### config.mk
export PLATFORM = sky130hd
export DESIGN_NAME = fmix64_xor_fold_hash
export DESIGN_NICKNAME = d
export VERILOG_FILES = /design/src/sv/fxf_pkg.sv /design/src/sv/fxf_datapath.sv /design/src/sv/fxf_controller.sv /design/src/sv/fmix64_xor_fold_hash.sv
export VERILOG_INCLUDE_DIRS = /design/src /design/src/sv
export SDC_FILE = /design/constraint.sdc
export NUM_CORES = 2
export LEC_CHECK = 0
export ABC_AREA = 1
export ABC_CLOCK_PERIOD_IN_PS = 8800
export BUFFER_PORTS_ARGS = -buffer_cell sky130_fd_sc_hd__clkbuf_2
export CAP_MARGIN = 10
export CORE_ASPECT_RATIO = 1.75
export CORE_MARGIN = 4
export CORE_UTILIZATION = 30
export CTS_CLUSTER_SIZE = 10
export DETAILED_ROUTE_END_ITERATION = 16
export GPL_ROUTABILITY_DRIVEN = 0
export GPL_TIMING_DRIVEN = 0
export RECOVER_POWER = 50
export SYNTH_ARGS = -nofsm -noshare
export SYNTH_HDL_FRONTEND = slang
export SYNTH_SLANG_ARGS = --single-unit
export TNS_END_PERCENT = 5
### constraint.sdc
create_clock -name clk -period 8.8 [get_ports clk]
set_clock_uncertainty 0.15 [all_clocks]
set_input_delay 1.76 -clock clk [delete_from_list [all_inputs] [get_ports clk]]
set_output_delay 1.76 -clock clk [all_outputs]
set_load 0.02 [all_outputs]
### src/sv/assert_macros.svh
// assertion macros used by the hash controller
`ifndef ASSERT_MACROS_SVH
`define ASSERT_MACROS_SVH

// property that must hold at every clock edge outside reset
`define FXF_ASSERT(label, clk, rst_n, prop) \
    label: assert property (@(posedge clk) disable iff (!rst_n) (prop)) \
        else $error("fxf assertion failed");

// condition in one cycle implies a condition in the next cycle
`define FXF_ASSERT_NEXT(label, clk, rst_n, pre, post) \
    label: assert property (@(posedge clk) disable iff (!rst_n) (pre) |=> (post)) \
        else $error("fxf assertion failed");

`endif

### src/sv/fxf_pkg.sv
// package: constants, command and status types of the fmix64 xor fold hash
`default_nettype none

package fxf_pkg;

    localparam logic [63:0] MIX_MUL_A   = 64'hff51afd7ed558ccd;
    localparam logic [63:0] MIX_MUL_B   = 64'hc4ceb9fe1a85ec53;
    localparam int unsigned MIX_SHIFT   = 33;
    localparam int unsigned GROUP_BYTES = 8;
    localparam int unsigned COUNT_W     = $clog2(GROUP_BYTES);
    localparam logic [COUNT_W-1:0] LAST_SLOT = COUNT_W'(GROUP_BYTES - 1);

    // partial product selected for one multiplier step
    typedef enum logic [1:0] {
        MUL_LL,
        MUL_LH,
        MUL_HL
    } mul_step_t;

    // which finaliser constant the multiplier uses
    typedef enum logic {
        CONST_A,
        CONST_B
    } mul_const_t;

    typedef struct packed {
        logic       load;       // byte transfer of a non-empty item
        logic       load_mix;   // that byte closes a word
        logic       clear;      // empty message: clear packing, accumulator and result, emit zero
        logic       mul_en;
        mul_step_t  mul_step;
        mul_const_t mul_const;
        logic       xs_en;      // xor-shift product back into the mix word
        logic       fold_en;    // final xor-shift and fold into accumulator
        logic       fold_last;  // fold ends the message
    } cmd_t;

    typedef struct packed {
        logic group_full;       // seven bytes held, next byte closes the word
    } status_t;

    function automatic logic [63:0] xor_shift(input logic [63:0] x);
        return x ^ (x >> MIX_SHIFT);
    endfunction

endpackage

`default_nettype wire

### src/sv/fxf_datapath.sv
// datapath: word packing, shared 32x32 multiplier, accumulator and result register
`default_nettype none

module fxf_datapath (
    input  wire logic            clk,
    input  wire logic            rst_n,
    input  wire logic [7:0]      data_byte,
    input  wire fxf_pkg::cmd_t   cmd,
    output fxf_pkg::status_t     status,
    output logic [63:0]          hash_value
);

    logic [63:0]                 word_reg, word_next;
    logic [fxf_pkg::COUNT_W-1:0] cnt_reg, cnt_next;
    logic [63:0]                 acc_reg, acc_next;
    logic [63:0]                 x_reg, x_next;
    logic [63:0]                 prod_reg, prod_next;
    logic [63:0]                 out_reg, out_next;

    logic [63:0] word_new;
    logic [63:0] mul_const;
    logic [31:0] op_a;
    logic [31:0] op_b;
    logic [63:0] mul_prod;
    logic [63:0] mixed;

    assign word_new  = {word_reg[55:0], data_byte};
    assign mul_const = (cmd.mul_const == fxf_pkg::CONST_B) ? fxf_pkg::MIX_MUL_B
                                                           : fxf_pkg::MIX_MUL_A;
    assign op_a      = (cmd.mul_step == fxf_pkg::MUL_HL) ? x_reg[63:32] : x_reg[31:0];
    assign op_b      = (cmd.mul_step == fxf_pkg::MUL_LH) ? mul_const[63:32]
                                                         : mul_const[31:0];
    assign mul_prod  = op_a * op_b;
    assign mixed     = fxf_pkg::xor_shift(prod_reg);

    always_comb
    begin
        word_next = word_reg;
        cnt_next  = cnt_reg;
        acc_next  = acc_reg;
        x_next    = x_reg;
        prod_next = prod_reg;
        out_next  = out_reg;

        if (cmd.clear)
        begin
            word_next = '0;
            cnt_next  = '0;
            acc_next  = '0;
            out_next  = '0;
        end
        else if (cmd.load)
        begin
            if (cmd.load_mix)
            begin
                x_next    = fxf_pkg::xor_shift(word_new);
                word_next = '0;
                cnt_next  = '0;
            end
            else
            begin
                word_next = word_new;
                cnt_next  = cnt_reg + {{(fxf_pkg::COUNT_W-1){1'b0}}, 1'b1};
            end
        end

        // low 64 bits of the product from three 32x32 partial products
        if (cmd.mul_en)
        begin
            case (cmd.mul_step)
                fxf_pkg::MUL_LL: prod_next = mul_prod;
                default:         prod_next = prod_reg + {mul_prod[31:0], 32'h0};
            endcase
        end

        if (cmd.xs_en)
        begin
            x_next = mixed;
        end

        if (cmd.fold_en)
        begin
            if (cmd.fold_last)
            begin
                out_next = acc_reg ^ mixed;
                acc_next = '0;
            end
            else
            begin
                acc_next = acc_reg ^ mixed;
            end
        end
    end

    always_ff @(posedge clk or negedge rst_n)
    begin
        if (!rst_n)
        begin
            word_reg <= '0;
            cnt_reg  <= '0;
            acc_reg  <= '0;
        end
        else
        begin
            word_reg <= word_next;
            cnt_reg  <= cnt_next;
            acc_reg  <= acc_next;
        end
    end

    always_ff @(posedge clk)
    begin
        x_reg    <= x_next;
        prod_reg <= prod_next;
        out_reg  <= out_next;
    end

    assign status.group_full = (cnt_reg == fxf_pkg::LAST_SLOT);
    assign hash_value        = out_reg;

endmodule

`default_nettype wire

### src/sv/fxf_controller.sv
// controller: handshakes and sequencing of the two finaliser multiplies
`default_nettype none

`include "assert_macros.svh"

module fxf_controller (
    input  wire logic             clk,
    input  wire logic             rst_n,
    input  wire logic             in_valid,
    output logic                  in_ready,
    input  wire logic             last_byte,
    input  wire logic             empty_message,
    output logic                  out_valid,
    input  wire logic             out_ready,
    input  wire fxf_pkg::status_t status,
    output fxf_pkg::cmd_t         cmd
);

    typedef enum logic [3:0] {
        ST_IDLE,
        ST_MA0,
        ST_MA1,
        ST_MA2,
        ST_XSA,
        ST_MB0,
        ST_MB1,
        ST_MB2,
        ST_FOLD
    } state_t;

    state_t state_reg, state_next;
    logic   last_pend_reg, last_pend_next;
    logic   out_valid_reg, out_valid_next;
    logic   in_xfer;
    logic   mix_needed;

    assign in_ready   = (state_reg == ST_IDLE) && (!out_valid_reg || out_ready);
    assign in_xfer    = in_valid && in_ready;
    assign mix_needed = last_byte || status.group_full;
    assign out_valid  = out_valid_reg;

    always_comb
    begin
        state_next     = state_reg;
        last_pend_next = last_pend_reg;
        out_valid_next = out_valid_reg && !out_ready;

        cmd           = '0;
        cmd.mul_step  = fxf_pkg::MUL_LL;
        cmd.mul_const = fxf_pkg::CONST_A;

        unique case (state_reg)
            ST_IDLE:
            begin
                if (in_xfer)
                begin
                    if (empty_message)
                    begin
                        cmd.clear      = 1'b1;
                        out_valid_next = 1'b1;
                    end
                    else
                    begin
                        cmd.load     = 1'b1;
                        cmd.load_mix = mix_needed;
                        if (mix_needed)
                        begin
                            last_pend_next = last_byte;
                            state_next     = ST_MA0;
                        end
                    end
                end
            end
            ST_MA0:
            begin
                cmd.mul_en = 1'b1;
                state_next = ST_MA1;
            end
            ST_MA1:
            begin
                cmd.mul_en   = 1'b1;
                cmd.mul_step = fxf_pkg::MUL_LH;
                state_next   = ST_MA2;
            end
            ST_MA2:
            begin
                cmd.mul_en   = 1'b1;
                cmd.mul_step = fxf_pkg::MUL_HL;
                state_next   = ST_XSA;
            end
            ST_XSA:
            begin
                cmd.xs_en  = 1'b1;
                state_next = ST_MB0;
            end
            ST_MB0:
            begin
                cmd.mul_en    = 1'b1;
                cmd.mul_const = fxf_pkg::CONST_B;
                state_next    = ST_MB1;
            end
            ST_MB1:
            begin
                cmd.mul_en    = 1'b1;
                cmd.mul_step  = fxf_pkg::MUL_LH;
                cmd.mul_const = fxf_pkg::CONST_B;
                state_next    = ST_MB2;
            end
            ST_MB2:
            begin
                cmd.mul_en    = 1'b1;
                cmd.mul_step  = fxf_pkg::MUL_HL;
                cmd.mul_const = fxf_pkg::CONST_B;
                state_next    = ST_FOLD;
            end
            ST_FOLD:
            begin
                cmd.fold_en   = 1'b1;
                cmd.fold_last = last_pend_reg;
                if (last_pend_reg)
                begin
                    out_valid_next = 1'b1;
                end
                last_pend_next = 1'b0;
                state_next     = ST_IDLE;
            end
            default:
            begin
                state_next = ST_IDLE;
            end
        endcase
    end

    always_ff @(posedge clk or negedge rst_n)
    begin
        if (!rst_n)
        begin
            state_reg     <= ST_IDLE;
            last_pend_reg <= 1'b0;
            out_valid_reg <= 1'b0;
        end
        else
        begin
            state_reg     <= state_next;
            last_pend_reg <= last_pend_next;
            out_valid_reg <= out_valid_next;
        end
    end

    `FXF_ASSERT_NEXT(a_mix_start, clk, rst_n, in_xfer && !empty_message && mix_needed, state_reg == ST_MA0)
    `FXF_ASSERT_NEXT(a_last_result, clk, rst_n, state_reg == ST_FOLD && last_pend_reg, out_valid_reg && state_reg == ST_IDLE)
    `FXF_ASSERT_NEXT(a_empty_result, clk, rst_n, in_xfer && empty_message, out_valid_reg && state_reg == ST_IDLE)

endmodule

`default_nettype wire

### src/sv/fmix64_xor_fold_hash.sv
// top level of the fmix64 xor fold hash: controller and datapath
`default_nettype none

// Byte-stream hash: bytes arrive one per input transfer and are packed
// big-endian into 64-bit words, a short final group right-aligned with
// zeros above. Each word goes through the 64-bit Murmur3 finaliser and the
// results are xor-folded; the hash comes out as one output transfer on the
// byte marked last_byte, after which all state is clear for the next
// message. An item with empty_message set discards any pending bytes and
// gives a hash of 0. A byte that does not close a word is only packed;
// the eighth byte of a word, or the last byte, also runs the finaliser,
// whose two 64-bit multiplies each run as three partial products
// through one shared 32x32 multiplier, with a state for the middle
// xor-shift and one for the fold; no further byte is taken meanwhile.
// An empty message result appears the cycle after its transfer, a hash
// the cycle after the fold. The result sits in an output register, and
// the next byte is taken while it waits, provided the output transfer
// takes place in that same cycle or the slot is empty.

module fmix64_xor_fold_hash (
    input  wire logic        clk,
    input  wire logic        rst_n,
    input  wire logic        in_valid,
    output logic             in_ready,
    input  wire logic [7:0]  data_byte,
    input  wire logic        last_byte,
    input  wire logic        empty_message,
    output logic             out_valid,
    input  wire logic        out_ready,
    output logic [63:0]      hash_value
);

    // command and status between sequencer and datapath
    fxf_pkg::cmd_t    cmd;
    fxf_pkg::status_t status;

    fxf_datapath u_datapath (
        .clk        (clk),
        .rst_n      (rst_n),
        .data_byte  (data_byte),
        .cmd        (cmd),
        .status     (status),
        .hash_value (hash_value)
    );

    fxf_controller u_controller (
        .clk           (clk),
        .rst_n         (rst_n),
        .in_valid      (in_valid),
        .in_ready      (in_ready),
        .last_byte     (last_byte),
        .empty_message (empty_message),
        .out_valid     (out_valid),
        .out_ready     (out_ready),
        .status        (status),
        .cmd           (cmd)
    );

endmodule

`default_nettype wire
==> run_summary.xml <==
<?xml version="1.0" encoding="UTF-8"?>
<metrics>
  <group name="global_route">
    <metric name="grt_use_total" unit="%">23.0</metric>
    <metric name="grt_start_max_net_pins" unit="">113</metric>
    <metric name="grt_pass1_vias" unit="">39800</metric>
    <metric name="antenna_violations_before_repair" unit="">2</metric>
    <metric name="grt_overflow" unit="">0</metric>
    <metric name="grt_pass1_wl" unit="um">263000</metric>
  </group>
  <group name="placed_design">
    <metric name="place.port_buffers" unit="">79</metric>
    <metric name="place_ws" unit="ns">-3.51</metric>
    <metric name="dp_hpwl" unit="um">154000</metric>
  </group>
  <group name="finish">
    <metric name="finish.net_count" unit="">6582</metric>
    <metric name="area_delta_synth_final" unit="%">18.1</metric>
    <metric name="fill_cells" unit="">15100</metric>
    <metric name="insertedDiodeCount" unit="">0</metric>
    <metric name="mostFrequentLayoutCell" unit="">sky130_fd_sc_hd__inv_1</metric>
    <metric name="area_taken_by_multi_input_logic_gates" unit="um2">34100</metric>
    <metric name="ff_latch_area" unit="um2">8360</metric>
    <metric name="layout-drive-gt1-share" unit="%">15.1</metric>
    <metric name="final_cell_mix" unit="">sky130_fd_sc_hd__inv_1 (1207), sky130_fd_sc_hd__fa_1 (850), sky130_fd_sc_hd__nand2_1 (565)</metric>
  </group>
  <group name="logic_synthesis">
    <metric name="yosys_register_bits" unit="">321</metric>
    <metric name="postSynthNetCount" unit="">6286</metric>
    <metric name="post_synth_inst_count" unit="">5078</metric>
    <metric name="synth_area" unit="um2">45500</metric>
    <metric name="yosys_most_used_dff" unit="">sky130_fd_sc_hd__dfrtp_1</metric>
    <metric name="synthDistinctLibCells" unit="">48</metric>
    <metric name="synth_edf_count" unit="">128</metric>
    <metric name="synth_async_sr_flop_share" unit="%">40.2</metric>
    <metric name="synth_warnings" unit="">0</metric>
    <metric name="synth.yosys.seq_area_share" unit="%">18.4</metric>
    <metric name="synth.avg_cell_area" unit="um2">8.96</metric>
  </group>
  <group name="clocking">
    <metric name="cts_buffer_depth" unit="">3</metric>
    <metric name="worst_skew_pair.late_latency" unit="ns">0.55</metric>
    <metric name="cts-htree-levels" unit="">2</metric>
    <metric name="clock_tree.root_cell" unit="">sky130_fd_sc_hd__clkbuf_16</metric>
    <metric name="tritoncts_clock_tree" unit="">built</metric>
    <metric name="cts-hold-fix-buffers" unit="">0</metric>
    <metric name="cts_inserted_buffers" unit="">38</metric>
    <metric name="clock_sink_total" unit="">321</metric>
    <metric name="clkTransAtPathRegs" unit="ns">0.06</metric>
  </group>
  <group name="sta">
    <metric name="setup_viol" unit="">32</metric>
    <metric name="final-hold-violation-count" unit="">0</metric>
    <metric name="period_minus_slack" unit="ns">9.53</metric>
    <metric name="tightest_slew" unit="ns">1.13</metric>
    <metric name="rsz0062_at_grt" unit="">yes</metric>
    <metric name="relSlewSlack" unit="%">24.9</metric>
    <metric name="worst_setup_slack_final" unit="ns">-0.733</metric>
    <metric name="min_period_over_period" unit="%">108</metric>
    <metric name="maxClockFrequency" unit="GHz">0.105</metric>
    <metric name="drv_slew" unit="">0</metric>
  </group>
  <group name="route">
    <metric name="drt-pass1-iter-count" unit="">8</metric>
    <metric name="route.detailed.vias_per_inst" unit="">5.05</metric>
    <metric name="detail_route.wirelength" unit="um">183000</metric>
    <metric name="wire_per_inst" unit="um">24.7</metric>
    <metric name="drc_errors" unit="">0</metric>
    <metric name="met3_wirelength" unit="um">10800</metric>
    <metric name="drtIter0Drc" unit="">2998</metric>
    <metric name="routedLengthMet1" unit="um">54400</metric>
    <metric name="top_signal_layer_used" unit="">met4</metric>
    <metric name="route.met2.wl" unit="um">90800</metric>
    <metric name="drtAntennaViolNets" unit="">0</metric>
    <metric name="vias" unit="">37300</metric>
  </group>
  <group name="worst_setup_path">
    <metric name="worstPathRequired" unit="ns">8.93</metric>
    <metric name="path_max_fanout" unit="">8</metric>
    <metric name="cp-start-kind" unit="">flop</metric>
    <metric name="r2r_depth" unit="">40</metric>
    <metric name="critical-path-slowest-cell" unit="">sky130_fd_sc_hd__fa_1</metric>
    <metric name="worst_setup_path_end_kind" unit="">flop</metric>
    <metric name="timing.critical_path.mode_cell" unit="">sky130_fd_sc_hd__fa_1</metric>
    <metric name="critical_path.max_stage_delay" unit="ns">0.60</metric>
    <metric name="cp_data_arrival_time" unit="ns">9.67</metric>
    <metric name="timing_worst_setup_path_type" unit="">reg2reg</metric>
  </group>
  <group name="status">
    <metric name="status" unit="">finished, violations left</metric>
    <metric name="violations" unit="">negative setup slack</metric>
  </group>
  <group name="floorplan">
    <metric name="die_area" unit="um2">158000</metric>
    <metric name="fp.dieW" unit="um">302</metric>
    <metric name="start_util" unit="%">30.3</metric>
    <metric name="area_of_the_core" unit="um2">150000</metric>
    <metric name="fp.dieH" unit="um">523</metric>
    <metric name="io_pins" unit="">80</metric>
    <metric name="std_cell_rows" unit="">188</metric>
  </group>
  <group name="run">
    <metric name="drv_cap" unit="">0</metric>
  </group>
  <group name="hold_path">
    <metric name="hold-path-cell-count" unit="">2</metric>
    <metric name="holdCritPathClass" unit="">reg2reg</metric>
  </group>
</metrics>
==> worst paths after layout <==
path	slack (ns)	startpoint	end
setup reg to reg	-0.73	u_controller.state_reg[3]$_DFFE_PN0P_	u_datapath.prod_reg[54]$_DFFE_PN_
setup / recovery	-0.73	u_controller.state_reg[3]$_DFFE_PN0P_	u_datapath.prod_reg[54]$_DFFE_PN_
max in group asynchronous	6.75	rst_n	u_datapath.acc_reg[50]$_DFFE_PN0P_
hold / removal	0.34	u_datapath.hash_value[10]$_DFF_P_	u_datapath.hash_value[10]$_DFF_P_
min in group asynchronous	0.92	rst_n	u_datapath.cnt_reg[2]$_DFFE_PN0P_
hold reg to reg	0.34	u_datapath.hash_value[10]$_DFF_P_	u_datapath.hash_value[10]$_DFF_P_
==> through the flow <==
stage | TNS (ns) | instance area [um2] | instances | hold slack (ns) | utilization [%]
2_1_floorplan | 0 | 45500 | 5078 | 0.315 | -
3_3_place_gp | -112.42 | 48400 | 7152 | 0.320 | 32.2
3_5_place_dp | -111.52 | 48500 | 7159 | 0.326 | 32.3
4_1_cts | -19.74 | 52100 | 7309 | 0.343 | 34.6
5_1_grt | -19.91 | 53700 | 7397 | 0.362 | 35.7
6_report | -13.60 | 53700 | 7397 | 0.337 | 35.7
==> repair_timing <==
action	4_1_cts	5_1_grt
resized for setup	405	248
endpoints found under the setup margin	55	44
buffers inserted	83	88
pin swaps	86	120
==> final cells by class <==
| type | instances | area share [%] |
|---|---|---|
| Tap cell | 1995 | 4.65 |
| Inverter | 1282 | 9.09 |
| Sequential cell | 321 | 15.6 |
| Clock buffer | 65 | 1.98 |
| Multi-Input combinational cell | 3353 | 63.4 |
| Timing Repair Buffer | 257 | 3.75 |
| Clock inverter | 3 | 0.0815 |
| Buffer | 121 | 1.46 |
==> layer usage <==
layer  GRT usage (%)  vias to the layer above
li1                -                    16000
met1            21.8                    18500
met2            41.0                     1983
met3            3.16                      904
met4            24.0                        0
met5               0                        -
==> cells in the mapped netlist, types with 13 or more instances <==
| cell | instances | area, um2 |
|---|---|---|
| sky130_fd_sc_hd__inv_1 | 1249 | 4690 |
| sky130_fd_sc_hd__fa_1 | 862 | 17300 |
| sky130_fd_sc_hd__nand2_1 | 612 | 2300 |
| sky130_fd_sc_hd__nor2_1 | 498 | 1870 |
| sky130_fd_sc_hd__ha_1 | 332 | 4150 |
| sky130_fd_sc_hd__nand3_1 | 273 | 1370 |
| sky130_fd_sc_hd__o21ai_0 | 239 | 1200 |
| sky130_fd_sc_hd__a21oi_1 | 167 | 836 |
| sky130_fd_sc_hd__dfrtp_1 | 129 | 3230 |
| sky130_fd_sc_hd__edfxtp_1 | 128 | 3840 |
| sky130_fd_sc_hd__xnor2_1 | 79 | 692 |
| sky130_fd_sc_hd__clkbuf_1 | 69 | 259 |
| sky130_fd_sc_hd__dfxtp_1 | 64 | 1280 |
| sky130_fd_sc_hd__xor2_1 | 64 | 561 |
| sky130_fd_sc_hd__o22ai_1 | 56 | 350 |
| sky130_fd_sc_hd__inv_2 | 31 | 116 |
| sky130_fd_sc_hd__buf_2 | 30 | 150 |
| sky130_fd_sc_hd__nor3_1 | 26 | 130 |
| sky130_fd_sc_hd__o21ai_2 | 23 | 201 |
| sky130_fd_sc_hd__or2_2 | 23 | 144 |
| sky130_fd_sc_hd__nand4_1 | 19 | 119 |
| sky130_fd_sc_hd__buf_1 | 15 | 56.3 |
| sky130_fd_sc_hd__nand3b_1 | 13 | 97.6 |
==> worst max-delay path: cells and delay by family (launching register included) <==
kind                       cells  cell delay, ns
adders and majority gates     11            5.01
buffers and inverters         14            1.43
and+or+nand+nor               10            1.25
AOI/OAI and AO/OA              4            0.79
DFF                            1            0.39
xor gates and xnor gates       1            0.22
==> kinds of logic after synthesis <==
logic type               Yosys count  share of synthesized area [%]
buffers and inverters           1404                           11.8
adder cells (fa/ha/maj)         1194                           47.1
flip-flops                       321                           18.4
AND/OR/NAND/NOR                 1485                           13.6
AO/OA/AOI/OAI                    530                           6.47
XOR/XNOR                         143                           2.75
other                              1                        0.00824
Power is not shown: default switching activity piles up to over one toggle a cycle in this logic, so the estimate is an artifact.
